File: config.mk
export PLATFORM = sky130hd
export DESIGN_NAME = nfa_longest_match_engine
export DESIGN_NICKNAME = d
export VERILOG_FILES = /design/src/rtl/nfa_lme_pkg.sv /design/src/rtl/nfa_longest_match_engine.sv /design/src/rtl/nfa_lme_regs.sv
export SDC_FILE = /design/constraint.sdc
export NUM_CORES = 2
export LEC_CHECK = 0
export CAP_MARGIN = 5
export CORE_AREA = 8 8 430 348
export DETAILED_ROUTE_END_ITERATION = 7
export DIE_AREA = 0 0 438 356
export DONT_BUFFER_PORTS = 1
export PLACE_DENSITY_LB_ADDON = 0.05
export SLEW_MARGIN = 20
export SYNTH_ARGS = -nofsm -noshare
export SYNTH_HDL_FRONTEND = slang
export SYNTH_SLANG_ARGS = --single-unit
File: constraint.sdc
create_clock -name clk -period 6.5 [get_ports clk]
set_clock_uncertainty 0.15 [all_clocks]
set_input_delay 0.325 -clock clk [delete_from_list [all_inputs] [get_ports clk]]
set_output_delay 0.325 -clock clk [all_outputs]
set_load 0.01 [all_outputs]
File: src/rtl/nfa_lme_pkg.sv
// ----------------------------------------------------------------------------
// nfa_lme_pkg
// shared types and constants of the nfa longest match engine
// ----------------------------------------------------------------------------
`default_nettype none
package nfa_lme_pkg;
  localparam int NODES_DEFAULT       = 64;
  localparam int LENGTH_BITS_DEFAULT = 16;
  localparam int IDX_W   = 6;
  localparam int LABEL_W = 8;
  localparam int OUT_LEN_W = 16;

  localparam logic [1:0] CMD_WRITE = 2'd0;
  localparam logic [1:0] CMD_BEGIN = 2'd1;
  localparam logic [1:0] CMD_CHAR  = 2'd2;
  localparam logic [1:0] CMD_END   = 2'd3;

  localparam logic [1:0] REG_START  = 2'd0;
  localparam logic [1:0] REG_ACCEPT = 2'd1;
  localparam logic [1:0] REG_EPS    = 2'd2;
  localparam logic [1:0] REG_TERM   = 2'd3;

  typedef struct packed {
    logic [LABEL_W-1:0] lab1;
    logic [LABEL_W-1:0] lab2;
    logic [IDX_W-1:0]   tgt1;
    logic [IDX_W-1:0]   tgt2;
    logic               e1;
    logic               e2;
  } node_t;
endpackage
`default_nettype wire

File: src/rtl/nfa_longest_match_engine.sv
// ----------------------------------------------------------------------------
// nfa_longest_match_engine
// thompson nfa simulation with longest match tracking
// ----------------------------------------------------------------------------
// One item at a time. A node write goes through the write state. A character
// walks the node memory once for the transition and then repeats closure
// sweeps over every entry until a sweep adds no node; the sweeps that still
// add a node are at most the depth of the longest new epsilon chain. A begin
// item runs only the closure sweeps. The node memory has a single read port,
// read one entry a cycle. A terminator or end item is taken in idle and its
// result is offered from the next cycle in an output register; only a further
// terminator or end item waits while that result is still held off, and it is
// taken in the cycle the held result is transferred.
`default_nettype none
module nfa_longest_match_engine #(
  parameter int NODES       = nfa_lme_pkg::NODES_DEFAULT,
  parameter int LENGTH_BITS = nfa_lme_pkg::LENGTH_BITS_DEFAULT
) (
  input  wire logic        clk,
  input  wire logic        rst,
  // configuration
  input  wire logic        psel,
  input  wire logic        penable,
  input  wire logic        pwrite,
  input  wire logic [3:0]  paddr,
  input  wire logic [31:0] pwdata,
  output logic [31:0]      prdata,
  output logic             pready,
  // input channel
  input  wire logic        in_valid,
  output logic             in_stall,
  input  wire logic [1:0]  cmd,
  input  wire logic [5:0]  node_index,
  input  wire logic [7:0]  label_one,
  input  wire logic [7:0]  label_two,
  input  wire logic [5:0]  target_one,
  input  wire logic [5:0]  target_two,
  input  wire logic        has_one,
  input  wire logic        has_two,
  input  wire logic [7:0]  symbol,
  // output channel
  output logic             out_valid,
  input  wire logic        out_stall,
  output logic             matched,
  output logic [15:0]      match_length,
  output logic             by_terminator
);
  localparam int AW = (NODES > 1) ? $clog2(NODES) : 1;
  localparam int CW = $clog2(NODES + 1);
  localparam logic [LENGTH_BITS-1:0] LEN_MAX = {LENGTH_BITS{1'b1}};

  localparam logic [2:0] ST_IDLE  = 3'd0;
  localparam logic [2:0] ST_TRANS = 3'd1;
  localparam logic [2:0] ST_CLOSE = 3'd2;
  localparam logic [2:0] ST_FINAL = 3'd3;
  localparam logic [2:0] ST_WRITE = 3'd4;

  logic [5:0] start_node, accept_node;
  logic [7:0] epsilon_label, terminator_char;

  nfa_lme_regs u_regs (
    .clk, .rst, .psel, .penable, .pwrite, .paddr, .pwdata, .prdata, .pready,
    .start_node, .accept_node, .epsilon_label, .terminator_char
  );

  // node memory, one read port walked by the sweep counter
  nfa_lme_pkg::node_t node_mem [NODES];
  nfa_lme_pkg::node_t rd_node;

  logic [2:0]  state;
  logic [CW-1:0] ptr;          // read address of the sweep
  logic          rd_ok;        // rd_node holds entry rd_idx
  logic [AW-1:0] rd_idx;
  logic [NODES-1:0] active_set, next_set;
  logic          changed;
  logic          cnt_inc_en;   // character pass, count it at the end
  logic [7:0]    sym;
  logic [LENGTH_BITS-1:0] consumed_count, best_length;
  logic          best_valid, word_done;
  nfa_lme_pkg::node_t wr_node;
  logic [5:0]    wr_idx;

  // node indexes sized to the memory
  logic [AW-1:0] start_a, accept_a, wr_a, tgt1_a, tgt2_a;
  assign start_a  = AW'(start_node);
  assign accept_a = AW'(accept_node);
  assign wr_a     = AW'(wr_idx);
  assign tgt1_a   = AW'(rd_node.tgt1);
  assign tgt2_a   = AW'(rd_node.tgt2);

  logic accept_in, accept_out, emit_req, emit_now;
  // item that closes the open word and needs the output register
  assign emit_req   = !word_done && (cmd == nfa_lme_pkg::CMD_END ||
                      (cmd == nfa_lme_pkg::CMD_CHAR && symbol == terminator_char));
  assign accept_in  = in_valid && !in_stall;
  assign accept_out = out_valid && !out_stall;
  assign in_stall   = (state != ST_IDLE) || (emit_req && out_valid && out_stall);
  assign emit_now   = accept_in && emit_req;

  always_ff @(posedge clk) begin
    if (state == ST_WRITE && 32'(wr_idx) < NODES)
      node_mem[wr_a] <= wr_node;
    rd_node <= node_mem[ptr[AW-1:0]];
  end

  // per cycle: one node is examined by the shared edge unit
  logic src_on, hit1, hit2, grew;
  logic [7:0] want;
  logic [NODES-1:0] upd;
  always_comb begin
    src_on = (state == ST_TRANS) ? active_set[rd_idx] : next_set[rd_idx];
    want   = (state == ST_TRANS) ? sym : epsilon_label;
    hit1 = rd_ok && src_on && rd_node.e1 && rd_node.lab1 == want
           && 32'(rd_node.tgt1) < NODES;
    hit2 = rd_ok && src_on && rd_node.e2 && rd_node.lab2 == want
           && 32'(rd_node.tgt2) < NODES;
    upd = '0;
    if (hit1) upd[tgt1_a] = 1'b1;
    if (hit2) upd[tgt2_a] = 1'b1;
    grew = (upd & ~next_set) != '0;
  end

  // seed of the closure at begin
  logic [NODES-1:0] start_set;
  always_comb begin
    start_set = '0;
    if (32'(start_node) < NODES) start_set[start_a] = 1'b1;
  end

  logic [LENGTH_BITS-1:0] cnt_inc;
  assign cnt_inc = (consumed_count < LEN_MAX) ? consumed_count + 1'b1 : consumed_count;

  // result register
  always_ff @(posedge clk) begin
    if (rst) begin
      out_valid <= 1'b0;
    end else if (emit_now) begin
      matched <= best_valid;
      match_length <= best_valid ?
        ((32'(best_length) > 32'hFFFF) ? 16'hFFFF : 16'(best_length)) : 16'd0;
      by_terminator <= (cmd == nfa_lme_pkg::CMD_CHAR);
      out_valid <= 1'b1;
    end else if (accept_out) begin
      out_valid <= 1'b0;
    end
  end

  always_ff @(posedge clk) begin
    if (rst) begin
      state <= ST_IDLE; word_done <= 1'b1;
      active_set <= '0; consumed_count <= '0; best_length <= '0;
      best_valid <= 1'b0; ptr <= '0; rd_ok <= 1'b0; changed <= 1'b0;
      cnt_inc_en <= 1'b0;
    end else begin
      unique case (state)
        ST_IDLE: begin
          if (accept_in) begin
            unique case (cmd)
              nfa_lme_pkg::CMD_WRITE: begin
                wr_idx <= node_index;
                wr_node <= '{label_one, label_two, target_one, target_two,
                             has_one, has_two};
                state <= ST_WRITE;
              end
              nfa_lme_pkg::CMD_BEGIN: begin
                next_set <= start_set;
                consumed_count <= '0; best_length <= '0; best_valid <= 1'b0;
                word_done <= 1'b0; cnt_inc_en <= 1'b0;
                ptr <= '0; rd_ok <= 1'b0; changed <= 1'b0;
                state <= ST_CLOSE;
              end
              default: begin
                if (emit_req) begin
                  word_done <= 1'b1;
                end else if (!word_done) begin
                  sym <= symbol; next_set <= '0; cnt_inc_en <= 1'b1;
                  ptr <= '0; rd_ok <= 1'b0;
                  state <= ST_TRANS;
                end
              end
            endcase
          end
        end
        ST_WRITE: state <= ST_IDLE;
        ST_TRANS, ST_CLOSE: begin
          next_set <= next_set | upd;
          rd_idx <= ptr[AW-1:0];
          if (32'(ptr) == NODES) begin
            // last entry consumed this cycle
            rd_ok <= 1'b0; ptr <= '0;
            if (state == ST_TRANS) begin
              changed <= 1'b0; state <= ST_CLOSE;
            end else if (changed || grew) begin
              changed <= 1'b0;
            end else begin
              state <= ST_FINAL;
            end
          end else begin
            if (state == ST_CLOSE && grew) changed <= 1'b1;
            rd_ok <= 1'b1; ptr <= ptr + 1'b1;
          end
        end
        ST_FINAL: begin
          active_set <= next_set;
          if (cnt_inc_en) begin
            consumed_count <= cnt_inc;
            if (32'(accept_node) < NODES && next_set[accept_a]) begin
              best_length <= cnt_inc; best_valid <= 1'b1;
            end
          end
          state <= ST_IDLE;
        end
        default: state <= ST_IDLE;
      endcase
    end
  end
endmodule
`default_nettype wire

File: src/rtl/nfa_lme_regs.sv
// ----------------------------------------------------------------------------
// nfa_lme_regs
// apb configuration registers
// ----------------------------------------------------------------------------
`default_nettype none
module nfa_lme_regs (
  input  wire logic        clk,
  input  wire logic        rst,
  input  wire logic        psel,
  input  wire logic        penable,
  input  wire logic        pwrite,
  input  wire logic [3:0]  paddr,
  input  wire logic [31:0] pwdata,
  output logic [31:0]      prdata,
  output logic             pready,
  output logic [nfa_lme_pkg::IDX_W-1:0]   start_node,
  output logic [nfa_lme_pkg::IDX_W-1:0]   accept_node,
  output logic [nfa_lme_pkg::LABEL_W-1:0] epsilon_label,
  output logic [nfa_lme_pkg::LABEL_W-1:0] terminator_char
);
  logic [1:0] reg_sel;
  assign reg_sel = paddr[3:2];
  assign pready  = 1'b1;

  always_ff @(posedge clk) begin
    if (rst) begin
      start_node      <= 6'd0;
      accept_node     <= 6'd1;
      epsilon_label   <= 8'd95;
      terminator_char <= 8'd32;
    end else if (psel && penable && pwrite) begin
      unique case (reg_sel)
        nfa_lme_pkg::REG_START:  start_node      <= pwdata[5:0];
        nfa_lme_pkg::REG_ACCEPT: accept_node     <= pwdata[5:0];
        nfa_lme_pkg::REG_EPS:    epsilon_label   <= pwdata[7:0];
        nfa_lme_pkg::REG_TERM:   terminator_char <= pwdata[7:0];
        default: ;
      endcase
    end
  end

  always_comb begin
    unique case (reg_sel)
      nfa_lme_pkg::REG_START:  prdata = {26'd0, start_node};
      nfa_lme_pkg::REG_ACCEPT: prdata = {26'd0, accept_node};
      nfa_lme_pkg::REG_EPS:    prdata = {24'd0, epsilon_label};
      nfa_lme_pkg::REG_TERM:   prdata = {24'd0, terminator_char};
      default:                 prdata = 32'd0;
    endcase
  end
endmodule
`default_nettype wire

== Word-level counts from Yosys, hierarchy flattened ==
Memory sizes are Yosys's and may differ from the RTL's. A register that Yosys moved wholly into a read port is not among the register bits.
Index checks and enable logic that the tools add are counted.

* Bits in registers: 272
* RAM bits: 1920
* Word-level logic and storage cells: 198
* Memories: 1

{| class="wikitable"
|+ Memory list
! name !! words !! width !! rd ports !! clocked after memory_dff !! wr ports !! line !! source
|-
| node_mem || 64 || 30 || 1 || 1 || 1 || nfa_longest_match_engine.sv:67 || <nowiki>nfa_lme_pkg::node_t node_mem [NODES];</nowiki>
|}

* Add/subtract/negate cells: 2
* Order comparisons: 9
* Eq/ne operators: 29
* Muxes and demuxes: 69
* Bitwise logic cells: 9
* Reductions and logical operators: 51

{| class="wikitable"
|+ Operators by type and width
! operator !! count
|-
| $mux W64 || 5
|-
| $pmux W64 S2 || 2
|-
| $or A64 B64 Y64 || 2
|-
| $pmux W32 S4 || 1
|-
| $mux W16 || 6
|-
| $and A64 B64 Y64 || 1
|-
| $not A64 Y64 || 1
|-
| $pmux W16 S2 || 2
|-
| $reduce_bool A64 Y1 || 1
|-
| $lt A6 B7 Y1 const B || 5
|-
| $mux W7 || 4
|-
| $pmux W7 S2 || 2
|-
| $mux W1 || 26
|-
| $reduce_and A5 Y1 || 5
|-
| $eq A8 B8 Y1 || 3
|-
| $bmux W1 S6 || 3
|-
| $demux W1 S6 || 3
|-
| $ge A6 B1 Y1 const B || 3
|-
| $logic_and A1 B1 Y1 || 18
|-
| $mux W3 || 6
|-
| $add A16 B1 Y16 const B || 1
|-
| $lt A16 B16 Y1 const B || 1
|-
| $pmux W1 S2 || 6
|-
| $pmux W3 S2 || 2
|-
| other kinds (25) || 60
|}

== Depth between registers and ports, before layout ==
* Depth after elaboration: 16
* Mapped depth: 15

== Hierarchy ==
A second synthesis with hierarchy kept.

* Cells, all modules: 4673
* Area total of the unflattened synthesis: 89329.4 µm²

{| class="wikitable"
|+ By module, submodules not included
! module !! times used !! cells each !! area each (µm²) !! seq. area each (µm²)
|-
| nfa_longest_match_engine || 1 || 4523 || 87809.2 || 64461.8
|-
| nfa_lme_regs || 1 || 150 || 1520.2 || 560.5
|}

== Worst setup path before layout ==
Ideal clock, no wire load.

* Kind: register to register
* From: register u_regs.terminator_char[6] (netlist bit)
* To: register next_set[0], enable pin
* Library setup time: 486 ps
* Data arrival time: 3893 ps
* Path slack: 1970 ps
* Cell stages (with the launch flop): 9
* Buffers on the path: 0
* Period minus slack after synthesis: 4530 ps
* Cell sequence: dfxtp_1 xor2_1 nor4_1 a41o_1 nor2b_1 o21ai_0 nand2_1 nand2_1 nor2_1

* Word-level cells in the longest chain between the ends: 11
* Elaborated cells between the ends (all ways): 12
* Classes of those cells: eq/ne (3); reduce/logical (9)

{| class="wikitable"
|+ RTL lines
! item !! line !! source
|-
| start: declaration || nfa_lme_regs.sv:19 || <nowiki>output logic [nfa_lme_pkg::LABEL_W-1:0] terminator_char</nowiki>
|-
| start signal: assignment || nfa_lme_regs.sv:36 || <nowiki>nfa_lme_pkg::REG_TERM: terminator_char <= pwdata[7:0];</nowiki>
|-
| $eq A8 B8 Y1 * || nfa_longest_match_engine.sv:94 || <nowiki>(cmd == nfa_lme_pkg::CMD_CHAR && symbol == terminator_char));</nowiki>
|-
| $logic_and A1 B1 Y1 * || nfa_longest_match_engine.sv:94 ||
|-
| $logic_or A1 B1 Y1 * || nfa_longest_match_engine.sv:93 || <nowiki>assign emit_req = !word_done && (cmd == nfa_lme_pkg::CMD_END ||</nowiki>
|-
| $logic_and A1 B1 Y1 * || nfa_longest_match_engine.sv:93 ||
|-
| $logic_and A1 B1 Y1 (2 in a row) || nfa_longest_match_engine.sv:97 || <nowiki>assign in_stall = (state != ST_IDLE) || (emit_req && out_valid && out_stall);</nowiki>
|-
| $logic_or A1 B1 Y1 || nfa_longest_match_engine.sv:97 ||
|-
| $logic_not A1 Y1 || nfa_longest_match_engine.sv:95 || <nowiki>assign accept_in = in_valid && !in_stall;</nowiki>
|-
| $logic_and A1 B1 Y1 || nfa_longest_match_engine.sv:95 ||
|-
| $ne A2 B2 Y1 (no source line) || n/a ||
|-
| $reduce_and A6 Y1 (no source line) * || n/a ||
|-
| end signal: assignment || nfa_longest_match_engine.sv:166 || <nowiki>next_set <= start_set;</nowiki>
|-
| end signal: assignment || nfa_longest_match_engine.sv:186 || <nowiki>next_set <= next_set | upd;</nowiki>
|-
| end: declaration || nfa_longest_match_engine.sv:74 || <nowiki>logic [NODES-1:0] active_set, next_set;</nowiki>
|}

Mark *: on every way between the ends. The rest lies on a longest branch, timed or not.
A chain may end at the register's enable or synchronous reset.

== Worst setup path after layout ==
* From: register state[0]
* To: register next_set[32] (data pin)

* Word-level cells in the longest chain between the ends: 10
* Elaborated cells between the ends (all ways): 18
* Classes of those cells: eq/ne (4); mux (5); bitwise (2); reduce/logical (7)

{| class="wikitable"
|+ RTL lines
! item !! line !! source
|-
| start: declaration || nfa_longest_match_engine.sv:70 || <nowiki>logic [2:0] state;</nowiki>
|-
| start signal: assignment || nfa_longest_match_engine.sv:150 || <nowiki>state <= ST_IDLE; word_done <= 1'b1;</nowiki>
|-
| start signal: assignment || nfa_longest_match_engine.sv:163 || <nowiki>state <= ST_WRITE;</nowiki>
|-
| start signal: assignment || nfa_longest_match_engine.sv:170 || <nowiki>state <= ST_CLOSE;</nowiki>
|-
| parallel branches: the longest is 9 deep, another holds $mux W64 || n/a ||
|-
| $pmux W64 S2 * || nfa_longest_match_engine.sv:155 || <nowiki>unique case (state)</nowiki>
|}

Mark *: on every way between the ends.

==> flow_metrics.tcl <==
set metrics [dict create \
    path_cells "nor3b_4 > mux2i_1 > xnor2_1 > nor4_1 > nand3_1 > nor2_1 > a221oi_1 > o22ai_1" \
    antenna_found_initial 8 \
    final.setup.tns_ps 0 \
    h-tree-depth 4 \
    cts-root-buf "clkbuf_16" \
    setup_viol 0 \
    rr_startpoint "state[0]" \
    grt_max_degree 144 \
    r2r_setup_slack_ps 1830 \
    numPortBuffers 0 \
    place.gp.congestion 0.967 \
    path_buf_inv 0 \
    internal_power_mw 25.2 \
    row_count 124 \
    final_common_cell "edfxtp_1" \
    yosysSeqAreaShare_pct 72.9 \
    firstDrtPassIters 6 \
    dieWidth_um 438 \
    share_comb_of_total_power_pct 19.2 \
    run_status "complete, no violations" \
    nNetsFinal 4974 \
    hpwlAfterDp_mm 147 \
    core_area_sq_um 142000 \
    stdcell_area_sq_um 99900 \
    drt-initial-drc-count 7555 \
    hold_start "symbol[3]" \
    final_cell_mix "2052 x edfxtp_1, 582 x mux4_2, 231 x nand2_1" \
    fp.dieArea_sq_um 156000 \
    syn-cell-area_sq_um 89200 \
    clkPwrFrac_pct 33.4 \
    synth_top_area_cell "edfxtp_1" \
    vias_per_cell 6.97 \
    wl_per_cell_um 35.6 \
    cp_data_required_time_ps 7040 \
    cts_buffers 202 \
    peakVddDrop_mv 0.284 \
    hp-class "input port to register" \
    cp.arrival_ps 5210 \
    grt_pass1_vias 46900 \
    synth_top_area_share_pct 69.1 \
    start_util_pct 62.8 \
    crit_type "register to register" \
    max_freq_mhz 214 \
    vias 48300 \
    grt.total_usage_pct 31.5 \
    overflow 0 \
    total_power_mw 34.6 \
    dieHeight_um 356 \
    start_kind "register" \
    netlist-cell-type-count 90 \
    reg2reg_depth 8 \
    slew_headroom_pct 23.1 \
    yosys_warnings 0 \
    remaining_drc_errors 0 \
    regToRegEndpoint "next_set[32]" \
    drv_slew 0 \
    cpMaxStageDelayCell "nor4_1" \
    drive_gt1_share_pct 23.4 \
    ys_top_cells_by_area "edfxtp_1 69%, mux4_2 15%, dfxtp_1 3.8%, mux2i_1 2.2%, nand2_1 0.97%" \
    pwr-share-seq_pct 47.4 \
    syn_inst 4660 \
    insertion_delay_ps 860 \
    post_cts_buffers 0 \
    period_minus_slack_ps 4670 \
    crit_path_end_kind "register" \
    cp_slowest_stage_delay_ps 810 \
    placedInstanceArea_sq_um 92300 \
    ios 142 \
    async_flop_share_pct 0 \
    cts.path.max_buffers 3 \
    critPathTopFamily "simple AND/OR/NAND/NOR gates" \
    grt_pass1_wl_mm 349 \
    syn2layout_area_growth_pct 12.0 \
    synth_seq_cells 2222 \
    clkTransAtPathRegs_ps 70 \
    cap_violations 0 \
    p_leak_nw 30.3 \
    synth_edf_count 2052 \
    ant_nets 0 \
    ys.flop_type "edfxtp_1" \
    worst_pin_slew_ps 1150 \
    timing.final.crit_share_pct 71.9 \
    p_switching_mw 9.44 \
    avgSynthCellArea_sq_um 19.1 \
    hold_viol_final 0 \
    power_density_nw_per_um2 347 \
    cts_tree "done" \
    min_delay_path_depth 1 \
    clock-sinks 2222 \
    crit_fanout 15 \
    totalWireLength_mm 247 \
    hold_path_end "sym[3]" \
    switching_share_pct 27.2 \
    grt_setup_unrepaired "false" \
]
-- cells in the mapped netlist, drive strengths merged, types with 43 or more instances --
cell and count:
a21oi 160, a221oi 53, a22oi 44, buf 124
clkbuf 175, dfxtp 170, edfxtp 2052, mux2i 195
mux4 582, nand2 231, nand3 44, nor2 232
nor3 43, o21ai 91, o22ai 71
-- cell type report --
| class | count | area (sq um) |
|---|---|---|
| Antenna cell | 3 | 7.51 |
| Clock buffer | 249 | 5360 |
| Clock inverter | 120 | 996 |
| Fill cell | 8835 | 42200 |
| Inverter | 16 | 60.1 |
| Multi-Input combinational cell | 2146 | 23400 |
| Sequential cell | 2222 | 65000 |
| Tap cell | 1890 | 2360 |
| Timing Repair Buffer | 294 | 2680 |
-- how the worst max path moves through the flow --
stage                                          from            to  slack, ps  depth (start not counted)
after floorplan           u_regs.terminator_char[6]   next_set[0]       1970                          8
after CTS                                  state[2]       changed       1980                         10
after global placement                     state[2]  next_set[32]       1960                          8
after detailed placement                   state[2]  next_set[32]       1980                          8
after global routing                       state[0]  next_set[22]       1610                         10
final                                      state[0]  next_set[32]       1830                          8
-- cell families (layout without fill, tap and decap cells) --
family | Yosys count | count (layout) | share of synthesized area (%)
compound gates | 521 | 521 | 3.82
xor+xnor | 42 | 42 | 0.421
fa+ha+maj | 3 | 3 | 0.0421
buf+inv | 315 | 679 | 1.60
flops | 2222 | 2222 | 72.9
mux | 805 | 805 | 17.2
other cells | 2 | 28 | 0.00842
simple gates | 750 | 750 | 4.00
-- registers in the layout, summed over array words and instances (netlist names), 3 cells and up --
name,count
node_mem,1920
active_set,64
next_set,64
wr_node,30
rd_node,18
best_length,16
consumed_count,16
match_length,16
sym,8
u_regs.epsilon_label,8
u_regs.terminator_char,8
ptr,7
rd_idx,6
tgt1_a,6
tgt2_a,6
u_regs.accept_node,6
u_regs.start_node,6
wr_a,6
state,3
-- layer usage --
| layer | up-vias | track usage, % | part of all wire (%) |
|---|---|---|---|
| li1 | 19600 | - | - |
| met1 | 25400 | 47.0 | 40 |
| met2 | 2892 | 45.7 | 44 |
| met3 | 425 | 8.75 | 12 |
| met4 | 4 | 10.7 | 3.6 |
| met5 | - | 0 | 0.0089 |
-- repair_timing --
item | 4_1_cts | 5_1_grt
resized for setup | 0 | 0
hold buffers | 115 | 0
endpoints found under the hold margin | 263 | 0
-- power groups by stage --
stage	logic, mW	clock network, mW	registers [mW]
2_1_floorplan	4.71	0	16.4
3_3_place_gp	6.47	0	16.7
3_5_place_dp	6.49	0	16.7
4_1_cts	6.59	11.7	16.4
5_1_grt	7.02	12.2	16.4
6_report	6.64	11.6	16.4
-- per-stage QoR --
stage / setup WS [ps] / hold WS [ps] / utilization [%] / cells
finish: 1830 / 77.1 / 70.3 / 6940
floorplan: 1970 / 256 / - / 4683
CTS: 1980 / 10.3 / 70.3 / 6934
global placement: 1960 / 267 / 64.9 / 6445
global route: 1610 / 47.7 / 70.3 / 6937
detailed placement: 1980 / 268 / 65.0 / 6450
Power figures use the tool's default switching activity.
